==> src/hdl/stcs_pkg.sv <==
`default_nettype none

package stcs_pkg;

    localparam int unsigned NUM_CHECKS = 5;
    localparam int unsigned MS_W       = 20;
    localparam int unsigned TIME_W     = 32;
    localparam int unsigned CNT_W      = 32;
    localparam int unsigned REQ_W      = 8;
    localparam int unsigned CELLS_W    = 2;
    localparam int unsigned PHASE_W    = 4;
    localparam int unsigned CFG_IDX_W  = 3;
    localparam int unsigned CFG_DATA_W = MS_W;

    // Command codes
    localparam logic CMD_START = 1'b0;
    localparam logic CMD_POLL  = 1'b1;

    // Phase codes
    localparam logic [PHASE_W-1:0] PH_IDLE       = 4'd0;
    localparam logic [PHASE_W-1:0] PH_CELLS      = 4'd1;
    localparam logic [PHASE_W-1:0] PH_CONSENSUS  = 4'd2;
    localparam logic [PHASE_W-1:0] PH_TRANSMIT   = 4'd3;
    localparam logic [PHASE_W-1:0] PH_HANDSET    = 4'd4;
    localparam logic [PHASE_W-1:0] PH_SOLENOID   = 4'd5;
    localparam logic [PHASE_W-1:0] PH_CONFIRMED  = 4'd6;
    localparam logic [PHASE_W-1:0] PH_TIMEOUT    = 4'd7;
    localparam logic [PHASE_W-1:0] PH_FAIL_CELLS = 4'd8;
    localparam logic [PHASE_W-1:0] PH_FAIL_LAST  = 4'd12;

    // Configuration register indexes
    localparam logic [CFG_IDX_W-1:0] CFG_DEADLINE  = 3'd0;
    localparam logic [CFG_IDX_W-1:0] CFG_CELL_TO   = 3'd1;
    localparam logic [CFG_IDX_W-1:0] CFG_CONS_TO   = 3'd2;
    localparam logic [CFG_IDX_W-1:0] CFG_TX_TO     = 3'd3;
    localparam logic [CFG_IDX_W-1:0] CFG_HS_TO     = 3'd4;
    localparam logic [CFG_IDX_W-1:0] CFG_SOL_TO    = 3'd5;
    localparam logic [CFG_IDX_W-1:0] CFG_REQ_TX    = 3'd6;
    localparam logic [CFG_IDX_W-1:0] CFG_CELLS_USE = 3'd7;

    // Reset values of the configuration registers
    localparam logic [MS_W-1:0]    DEADLINE_RST = 20'd60000;
    localparam logic [MS_W-1:0]    TIMEOUT_RST  = 20'd10000;
    localparam logic [REQ_W-1:0]   REQ_TX_RST   = 8'd3;
    localparam logic [CELLS_W-1:0] CELLS_RST    = 2'd3;

    typedef struct packed {
        logic              cmd;
        logic [TIME_W-1:0] now_ms;
        logic              cell_one_ok;
        logic              cell_two_ok;
        logic              cell_three_ok;
        logic              consensus_ok;
        logic [CNT_W-1:0]  transmit_count;
        logic [CNT_W-1:0]  bus_init_count;
        logic [CNT_W-1:0]  bus_id_count;
        logic              solenoid_ok;
    } in_item_t;

    typedef struct packed {
        logic [PHASE_W-1:0]    phase;
        logic [NUM_CHECKS-1:0] pass_flags;
        logic                  confirm_pulse;
        logic                  reboot_pulse;
    } out_item_t;

endpackage

`default_nettype wire

==> src/hdl/stcs_in_if.sv <==
`default_nettype none

interface stcs_in_if;
    logic                valid;
    logic                ready;
    stcs_pkg::in_item_t  data;

    modport source (output valid, output data, input ready);
    modport sink   (input valid, input data, output ready);
endinterface

`default_nettype wire

==> src/hdl/stcs_out_if.sv <==
`default_nettype none

interface stcs_out_if;
    logic                valid;
    logic                ready;
    stcs_pkg::out_item_t data;

    modport source (output valid, output data, input ready);
    modport sink   (input valid, input data, output ready);
endinterface

`default_nettype wire

==> src/hdl/self_test_confirm_sequencer.sv <==
// Channel   Direction  Handshake      Payload
// in_ch     sink       valid/ready    cmd, now_ms, cell flags, counters, solenoid_ok
// out_ch    source     valid/ready    phase, pass_flags, confirm_pulse, reboot_pulse
// cfg       write      cfg_write      cfg_index (3 bits), cfg_data (20 bits)
//
// One item per cycle sustained while the output is not stalled. The check cascade works
// from the input register in the cycle after the input transfer and loads the result
// register at the end of that cycle unless the output is stalled.
// All five checks are evaluated side by side and a priority pick finds the first
// failing check combinationally, so the cascade never iterates.
// Reset (rst_n low, asynchronous) restores idle state and register defaults.
// A stalled output holds both stages; the input stays ready while a stage is free.

`default_nettype none

module self_test_confirm_sequencer (
    input  wire logic                               clk,
    input  wire logic                               rst_n,
    input  wire logic                               cfg_write,
    input  wire logic [stcs_pkg::CFG_IDX_W-1:0]     cfg_index,
    input  wire logic [stcs_pkg::CFG_DATA_W-1:0]    cfg_data,
    stcs_in_if.sink                                 in_ch,
    stcs_out_if.source                              out_ch
);

    localparam int unsigned N  = stcs_pkg::NUM_CHECKS;
    localparam int unsigned MW = stcs_pkg::MS_W;
    localparam int unsigned TW = stcs_pkg::TIME_W;

    // Configuration registers
    logic [MW-1:0]                    deadline_reg;
    logic [MW-1:0]                    timeout_reg [N];
    logic [stcs_pkg::REQ_W-1:0]       req_tx_reg;
    logic [stcs_pkg::CELLS_W-1:0]     cells_reg;

    // Sequencer state
    logic [stcs_pkg::PHASE_W-1:0]     phase_reg, phase_next;
    logic [N-1:0]                     pass_reg, pass_next;
    logic [TW-1:0]                    start_time_reg, start_time_next;
    logic [TW-1:0]                    chk_start_reg, chk_start_next;
    logic [MW-1:0]                    budget_reg, budget_next;
    logic [stcs_pkg::CNT_W-1:0]       tx_base_reg, tx_base_next;
    logic [stcs_pkg::CNT_W-1:0]       rx_base_reg, rx_base_next;

    // Pipeline registers
    logic                             s1_valid_reg;
    stcs_pkg::in_item_t               s1_reg;
    logic                             out_valid_reg;
    stcs_pkg::out_item_t              out_reg, out_next;

    logic                             advance;
    logic                             fire;

    // Check cascade signals
    logic [N-1:0]                     chk_ok;
    logic [stcs_pkg::CNT_W:0]         hs_wide;
    logic [stcs_pkg::CNT_W-1:0]       hs_sum;
    logic [TW-1:0]                    elapsed;
    logic [TW-1:0]                    spent;
    logic                             expired;
    logic [MW-1:0]                    left;
    logic [2:0]                       first_idx;
    logic [2:0]                       fail_idx;
    logic                             found;
    logic [MW-1:0]                    fail_to;
    logic                             fails;
    logic [MW-1:0]                    start_budget;

    assign advance      = !out_valid_reg || out_ch.ready;
    assign fire         = s1_valid_reg && advance;
    assign in_ch.ready  = !s1_valid_reg || advance;
    assign out_ch.valid = out_valid_reg;
    assign out_ch.data  = out_reg;

    always_ff @(posedge clk or negedge rst_n)
    begin
        if (!rst_n)
        begin
            deadline_reg <= stcs_pkg::DEADLINE_RST;
            for (int i = 0; i < N; i++)
            begin
                timeout_reg[i] <= stcs_pkg::TIMEOUT_RST;
            end
            req_tx_reg <= stcs_pkg::REQ_TX_RST;
            cells_reg  <= stcs_pkg::CELLS_RST;
        end
        else if (cfg_write)
        begin
            case (cfg_index)
                stcs_pkg::CFG_DEADLINE:  deadline_reg   <= cfg_data;
                stcs_pkg::CFG_CELL_TO:   timeout_reg[0] <= cfg_data;
                stcs_pkg::CFG_CONS_TO:   timeout_reg[1] <= cfg_data;
                stcs_pkg::CFG_TX_TO:     timeout_reg[2] <= cfg_data;
                stcs_pkg::CFG_HS_TO:     timeout_reg[3] <= cfg_data;
                stcs_pkg::CFG_SOL_TO:    timeout_reg[4] <= cfg_data;
                stcs_pkg::CFG_REQ_TX:    req_tx_reg     <= cfg_data[stcs_pkg::REQ_W-1:0];
                stcs_pkg::CFG_CELLS_USE: cells_reg      <= cfg_data[stcs_pkg::CELLS_W-1:0];
                default:                 cells_reg      <= cells_reg;
            endcase
        end
    end

    // Shared by the start baseline and the handset check: saturating sum.
    always_comb
    begin
        hs_wide = {1'b0, s1_reg.bus_init_count} + {1'b0, s1_reg.bus_id_count};
        hs_sum  = hs_wide[stcs_pkg::CNT_W] ? '1 : hs_wide[stcs_pkg::CNT_W-1:0];
    end

    always_comb
    begin
        chk_ok[0] = s1_reg.cell_one_ok
                    && (cells_reg < 2'd2 || s1_reg.cell_two_ok)
                    && (cells_reg < 2'd3 || s1_reg.cell_three_ok);
        chk_ok[1] = s1_reg.consensus_ok;
        chk_ok[2] = (s1_reg.transmit_count - tx_base_reg)
                    >= {{(stcs_pkg::CNT_W-stcs_pkg::REQ_W){1'b0}}, req_tx_reg};
        chk_ok[3] = hs_sum > rx_base_reg;
        chk_ok[4] = s1_reg.solenoid_ok;
    end

    // Time left before the overall deadline is positive only while elapsed is
    // below it, so the twenty low bits of the difference are then exact.
    always_comb
    begin
        elapsed   = s1_reg.now_ms - start_time_reg;
        spent     = s1_reg.now_ms - chk_start_reg;
        expired   = elapsed >= {{(TW-MW){1'b0}}, deadline_reg};
        left      = deadline_reg - elapsed[MW-1:0];
        first_idx = phase_reg[2:0] - 3'd1;
    end

    always_comb
    begin
        found    = 1'b0;
        fail_idx = 3'd0;
        for (int i = 0; i < N; i++)
        begin
            if (!found && 3'(i) >= first_idx && !chk_ok[i])
            begin
                found    = 1'b1;
                fail_idx = 3'(i);
            end
        end
    end

    always_comb
    begin
        fail_to = timeout_reg[fail_idx];
        // A check started on this item has spent nothing, so it fails only on a
        // zero budget.
        if (fail_idx == first_idx)
        begin
            fails = {{(TW-MW){1'b0}}, budget_reg} <= spent;
        end
        else
        begin
            fails = (fail_to == '0) || expired;
        end
        start_budget = (timeout_reg[0] < deadline_reg) ? timeout_reg[0] : deadline_reg;
    end

    always_comb
    begin
        phase_next      = phase_reg;
        pass_next       = pass_reg;
        start_time_next = start_time_reg;
        chk_start_next  = chk_start_reg;
        budget_next     = budget_reg;
        tx_base_next    = tx_base_reg;
        rx_base_next    = rx_base_reg;
        out_next.confirm_pulse = 1'b0;
        out_next.reboot_pulse  = 1'b0;

        if (s1_reg.cmd == stcs_pkg::CMD_START)
        begin
            start_time_next = s1_reg.now_ms;
            chk_start_next  = s1_reg.now_ms;
            tx_base_next    = s1_reg.transmit_count;
            rx_base_next    = hs_sum;
            pass_next       = '0;
            phase_next      = stcs_pkg::PH_CELLS;
            budget_next     = start_budget;
        end
        else if (phase_reg inside {[stcs_pkg::PH_CELLS : stcs_pkg::PH_SOLENOID]})
        begin
            for (int i = 0; i < N; i++)
            begin
                if (3'(i) >= first_idx && (!found || 3'(i) < fail_idx))
                begin
                    pass_next[i] = 1'b1;
                end
            end
            if (!found)
            begin
                phase_next             = stcs_pkg::PH_CONFIRMED;
                out_next.confirm_pulse = 1'b1;
            end
            else if (fails)
            begin
                phase_next            = expired ? stcs_pkg::PH_TIMEOUT
                                      : stcs_pkg::PH_FAIL_CELLS + {1'b0, fail_idx};
                out_next.reboot_pulse = 1'b1;
            end
            else if (fail_idx != first_idx)
            begin
                phase_next     = stcs_pkg::PH_CELLS + {1'b0, fail_idx};
                chk_start_next = s1_reg.now_ms;
                budget_next    = expired ? '0 : ((fail_to < left) ? fail_to : left);
            end
        end

        out_next.phase      = phase_next;
        out_next.pass_flags = pass_next;
    end

    always_ff @(posedge clk or negedge rst_n)
    begin
        if (!rst_n)
        begin
            s1_valid_reg   <= 1'b0;
            out_valid_reg  <= 1'b0;
            phase_reg      <= stcs_pkg::PH_IDLE;
            pass_reg       <= '0;
            start_time_reg <= '0;
            chk_start_reg  <= '0;
            budget_reg     <= '0;
            tx_base_reg    <= '0;
            rx_base_reg    <= '0;
        end
        else
        begin
            if (in_ch.ready)
            begin
                s1_valid_reg <= in_ch.valid;
            end
            if (advance)
            begin
                out_valid_reg <= s1_valid_reg;
            end
            if (fire)
            begin
                phase_reg      <= phase_next;
                pass_reg       <= pass_next;
                start_time_reg <= start_time_next;
                chk_start_reg  <= chk_start_next;
                budget_reg     <= budget_next;
                tx_base_reg    <= tx_base_next;
                rx_base_reg    <= rx_base_next;
            end
        end
    end

    always_ff @(posedge clk)
    begin
        if (in_ch.ready && in_ch.valid)
        begin
            s1_reg <= in_ch.data;
        end
        if (fire)
        begin
            out_reg <= out_next;
        end
    end

endmodule

`default_nettype wire

==> src/flat_wrapper.sv <==
// flat-port wrapper written by rule: the top's interface ports become plain ports
module self_test_confirm_sequencer_flat 
  (clk, rst_n, cfg_write, cfg_index, cfg_data, in_ch_valid, in_ch_data, in_ch_ready, out_ch_valid, out_ch_data, out_ch_ready);
  stcs_in_if in_ch_i ();
  stcs_out_if out_ch_i ();
  input  wire logic clk;
  input  wire logic rst_n;
  input  wire logic cfg_write;
  input  wire logic [stcs_pkg::CFG_IDX_W-1:0] cfg_index;
  input  wire logic [stcs_pkg::CFG_DATA_W-1:0] cfg_data;
  input wire logic [$bits(in_ch_i.valid)-1:0] in_ch_valid;
  input wire logic [$bits(in_ch_i.data)-1:0] in_ch_data;
  output wire logic [$bits(in_ch_i.ready)-1:0] in_ch_ready;
  output wire logic [$bits(out_ch_i.valid)-1:0] out_ch_valid;
  output wire logic [$bits(out_ch_i.data)-1:0] out_ch_data;
  input wire logic [$bits(out_ch_i.ready)-1:0] out_ch_ready;
  assign in_ch_i.valid = in_ch_valid;
  assign in_ch_i.data = in_ch_data;
  assign in_ch_ready = in_ch_i.ready;
  assign out_ch_valid = out_ch_i.valid;
  assign out_ch_data = out_ch_i.data;
  assign out_ch_i.ready = out_ch_ready;
  self_test_confirm_sequencer u_core (.clk(clk), .rst_n(rst_n), .cfg_write(cfg_write), .cfg_index(cfg_index), .cfg_data(cfg_data), .in_ch(in_ch_i), .out_ch(out_ch_i));
endmodule
==> config.mk <==
export PLATFORM = sky130hd
export DESIGN_NAME = self_test_confirm_sequencer_flat
export DESIGN_NICKNAME = d
export VERILOG_FILES = /design/src/hdl/stcs_pkg.sv /design/src/hdl/stcs_in_if.sv /design/src/hdl/stcs_out_if.sv /design/src/hdl/self_test_confirm_sequencer.sv /design/src/flat_wrapper.sv
export SDC_FILE = /design/constraint.sdc
export NUM_CORES = 1
export LEC_CHECK = 0
export ABC_AREA = 1
export BUFFER_PORTS_ARGS = -buffer_cell sky130_fd_sc_hd__buf_2
export CAP_MARGIN = 20
export CORE_ASPECT_RATIO = 0.9
export CORE_MARGIN = 2
export CORE_UTILIZATION = 45
export DETAILED_ROUTE_END_ITERATION = 8
export GPL_TIMING_DRIVEN = 0
export SYNTH_ARGS = -nofsm -noshare
export SYNTH_HDL_FRONTEND = slang
export SYNTH_SLANG_ARGS = --single-unit
==> constraint.sdc <==
create_clock -name clk -period 7.2 [get_ports clk]
set_input_delay 0.72 -clock clk [delete_from_list [all_inputs] [get_ports clk]]
set_output_delay 0.72 -clock clk [all_outputs]
set_load 0.005 [all_outputs]
==> Implementation_results.wiki <==
{| class="wikitable"
! Metric !! Value
|-
| Outcome || complete, no violations
|-
| Proportion of layout cells with a drive suffix above 1 || 14.3%
|-
| Die outline height || 243 um
|-
| Area grow syn2layout || 18.1%
|-
| Worst setup EP type || register
|-
| Vias per inst || 5.17
|-
| Cell area after synthesis || 0.0285 mm^2
|-
| Worst path arrival time || 7.59 ns
|-
| Number of buffers created by CTS || 50
|-
| Post-Place Worst Slack || -1.70 ns
|-
| Clock period minus final worst setup slack || 7.12 ns
|-
| Pin count of the biggest net entering global routing || 103
|-
| Congestion Overflow GR || 0
|-
| Num Clock Sinks || 434
|-
| Total via count in the routed design || 24.8k
|-
| Depth of the CTS H-tree || 2
|-
| Min-Delay Path Class || input port to async pin
|-
| Unrepaired setup endpoints after global routing || yes
|-
| Sum of buffers and inverters on the critical path || 10
|-
| Buffer levels on the longest clock path || 3
|-
| Core ar. || 0.0627 mm^2
|-
| Critical path start-end classification || register to register
|-
| Cell variety after synth || 59
|-
| Crit-path max FO || 8
|-
| Reported max-cap violation count || 0
|-
| Final Cycle Share || 98.9%
|-
| Post-synth top area share || 22.2%
|-
| Static leakage || 16.4 nW
|-
| Width of the die || 269 um
|-
| DIE AREA || 0.0654 mm^2
|-
| Initial core utilization || 45.5%
|-
| Critical Path Start Type || register
|-
| Leading cell type by number of instances after synthesis || nand2_1
|-
| Hold violation count in the final report || 0
|-
| Clock transition at the registers of the reported paths || 0.06 ns
|-
| Via count of the first global-routing pass || 23.2k
|-
| Most frequent cells after synthesis || nand2_1, inv_1, o21ai_0, ha_1, dfrtp_1
|-
| DRT Wirelength || 79600 um
|-
| Max FFs per register || 132
|-
| Number of antenna violations at the first check in global routing || 1
|-
| PD cells || 457 mW/mm^2
|-
| Worst path required time || 7.66 ns
|-
| Highest cell delay on the worst timing path || 0.39 ns
|-
| Hpwl dp || 61600 um
|-
| Synthesized net count || 4063
|-
| Final setup violation count || 0
|-
| Mean post-synth cell area || 7.86 um^2
|-
| Placed standard-cell area || 0.0306 mm^2
|-
| Worst setup margin || 0.0769 ns
|-
| Average wire per standard cell || 16.6 um
|-
| Number of rows created at floorplan || 87
|-
| Routability cong. || 0.943
|-
| Total Neg Setup Slack || 0 ns
|-
| Hold bufs inserted after CTS || 0
|-
| Ys async rst share || 66.6%
|-
| Ant. Diodes || 0
|-
| Insertion delay of the later-clocked pin in the worst-skew pair || 0.62 ns
|-
| Global-route wire length before repair || 125000 um
|-
| Detailed-routing iteration count for the pre-antenna-repair pass || 8
|-
| Finished Cell Area || 0.0337 mm^2
|-
| Post-detailed-route count of antenna-violating nets || 0
|-
| Detailed Route Iter0 Violations || 1865
|-
| Synthesized netlist cell count || 3629
|-
| Number of synthesized register bits || 434
|-
| Synth Warn # || 0
|-
| TritonCTS clock tree || yes
|-
| Top cell family by delay on the critical path || simple AND/OR/NAND/NOR gates
|-
| Port Buf Inserts || 174
|-
| Slew HR || 38.6%
|-
| Number of enable flip-flop cells after synthesis || 145
|-
| Final Skew || 0.0235 ns
|-
| Clock Root Buffer || clkbuf_16
|-
| Fmax achieved || 140 MHz
|-
| Maximum vdd ir drop || 0.000495 V
|-
| Top flip-flop cell by instance count after synthesis || dfrtp_1
|-
| Number of nets in the layout || 4353
|-
| Number of slew-limit violations in the final report || 0
|-
| Residual DRC || 0
|-
| Portion of the post-synthesis area used by sequential elements || 40.8%
|-
| Worst-Margin Slew || 0.921 ns
|-
| Top cells by area, synth || dfrtp_1, edfxtp_1, nand2_1
|-
| Cell type with the largest total area after synthesis || dfrtp_1
|-
| Slowest stage cell, crit path || fa_2
|-
| Aggregate global-route resource usage || 23.9%
|-
| Ports placed on the boundary || 175
|}
==> worst paths after layout <==
path	depth (start not counted)	slack [ns]	end	startpoint
worst min-delay path	1	0.14	u_core.timeout_reg[57]	rst_n
worst max-delay path	48	0.08	u_core.budget_reg[17]	u_core.s1_reg[1]
max in group asynchronous	3	5.66	u_core.tx_base_reg[18]	rst_n
worst max register to register	48	0.08	u_core.budget_reg[17]	u_core.s1_reg[1]
worst min register to register	2	0.48	u_core.timeout_reg[59]	u_core.timeout_reg[59]
min in group clk	1	0.28	u_core.s1_reg[7]	in_ch_data[7]
==> cells in the final DEF, fill, tap and decap left out, types with 13 or more instances in the layout <==
master / count
a21oi_1: 223
a31oi_1: 16
buf_2: 181
buf_4: 53
buf_6: 14
clkbuf_1: 62
clkbuf_16: 52
dfrtp_1: 253
dfstp_2: 36
edfxtp_1: 145
ha_1: 255
inv_1: 512
inv_2: 15
nand2_1: 920
nand2_2: 30
nand2_4: 14
nand3_1: 142
nand3_2: 32
nand3b_1: 16
nand4_1: 48
nor2_1: 182
nor3_1: 29
o211ai_1: 14
o21ai_0: 320
o21ai_1: 44
o221ai_1: 14
o41ai_1: 14
or2_2: 13
xnor2_1: 29
xor2_1: 71
==> layout make-up <==
class / instances / area [um^2]
plain buffers: 95 / 572
clock buffers: 61 / 1320
clock inverters: 32 / 418
fillers: 6063 / 29000
inverters: 529 / 1990
multi-input cells: 2571 / 15200
flip-flops and latches: 434 / 11600
well taps: 845 / 1060
repair buffers: 238 / 1520
==> repair_timing <==
item,in CTS,in global routing
resized for setup,74,152
gates cloned,1,3
pin swaps,28,68
buffers inserted,37,21
endpoints found under the setup margin,61,56
==> logic make-up after synthesis <==
| group | synth area share (%) |
|---|---|
| buffers and inverters | 8.50 |
| and+or+nand+nor | 21.6 |
| adders and majority gates | 12.1 |
| DFF | 40.8 |
| xor gates and xnor gates | 3.07 |
| AOI/OAI and AO/OA | 14.0 |
==> per-stage QoR <==
stage	util, %	hold WS [ns]	std cells	power (W)
after floorplan	-	0.424	3629	0.00884
after global placement	48.6	0.466	4648	0.0108
after detailed placement	48.8	0.473	4652	0.0109
after CTS	52.4	0.174	4783	0.0141
after global routing	53.7	0.195	4805	0.0167
final	53.7	0.144	4805	0.0154
==> where the power goes <==
part           switching (W)  internal, W  leakage [nW]
Combinational        0.00570      0.00360          10.7
Clock                0.00108      0.00161         0.858
Sequential          0.000267      0.00312          4.90
==> routing by layer <==
layer / up-vias / global-route usage (%) / share of wire, %
met3: 112 / 3.21 / 5.0
met2: 616 / 38.2 / 45
met1: 11500 / 34.1 / 48
met4: 2 / 6.41 / 2.5
li1: 12600 / - / -
met5: - / 0 / 0.013
No activity file was read; power rests on OpenSTA's default activity.
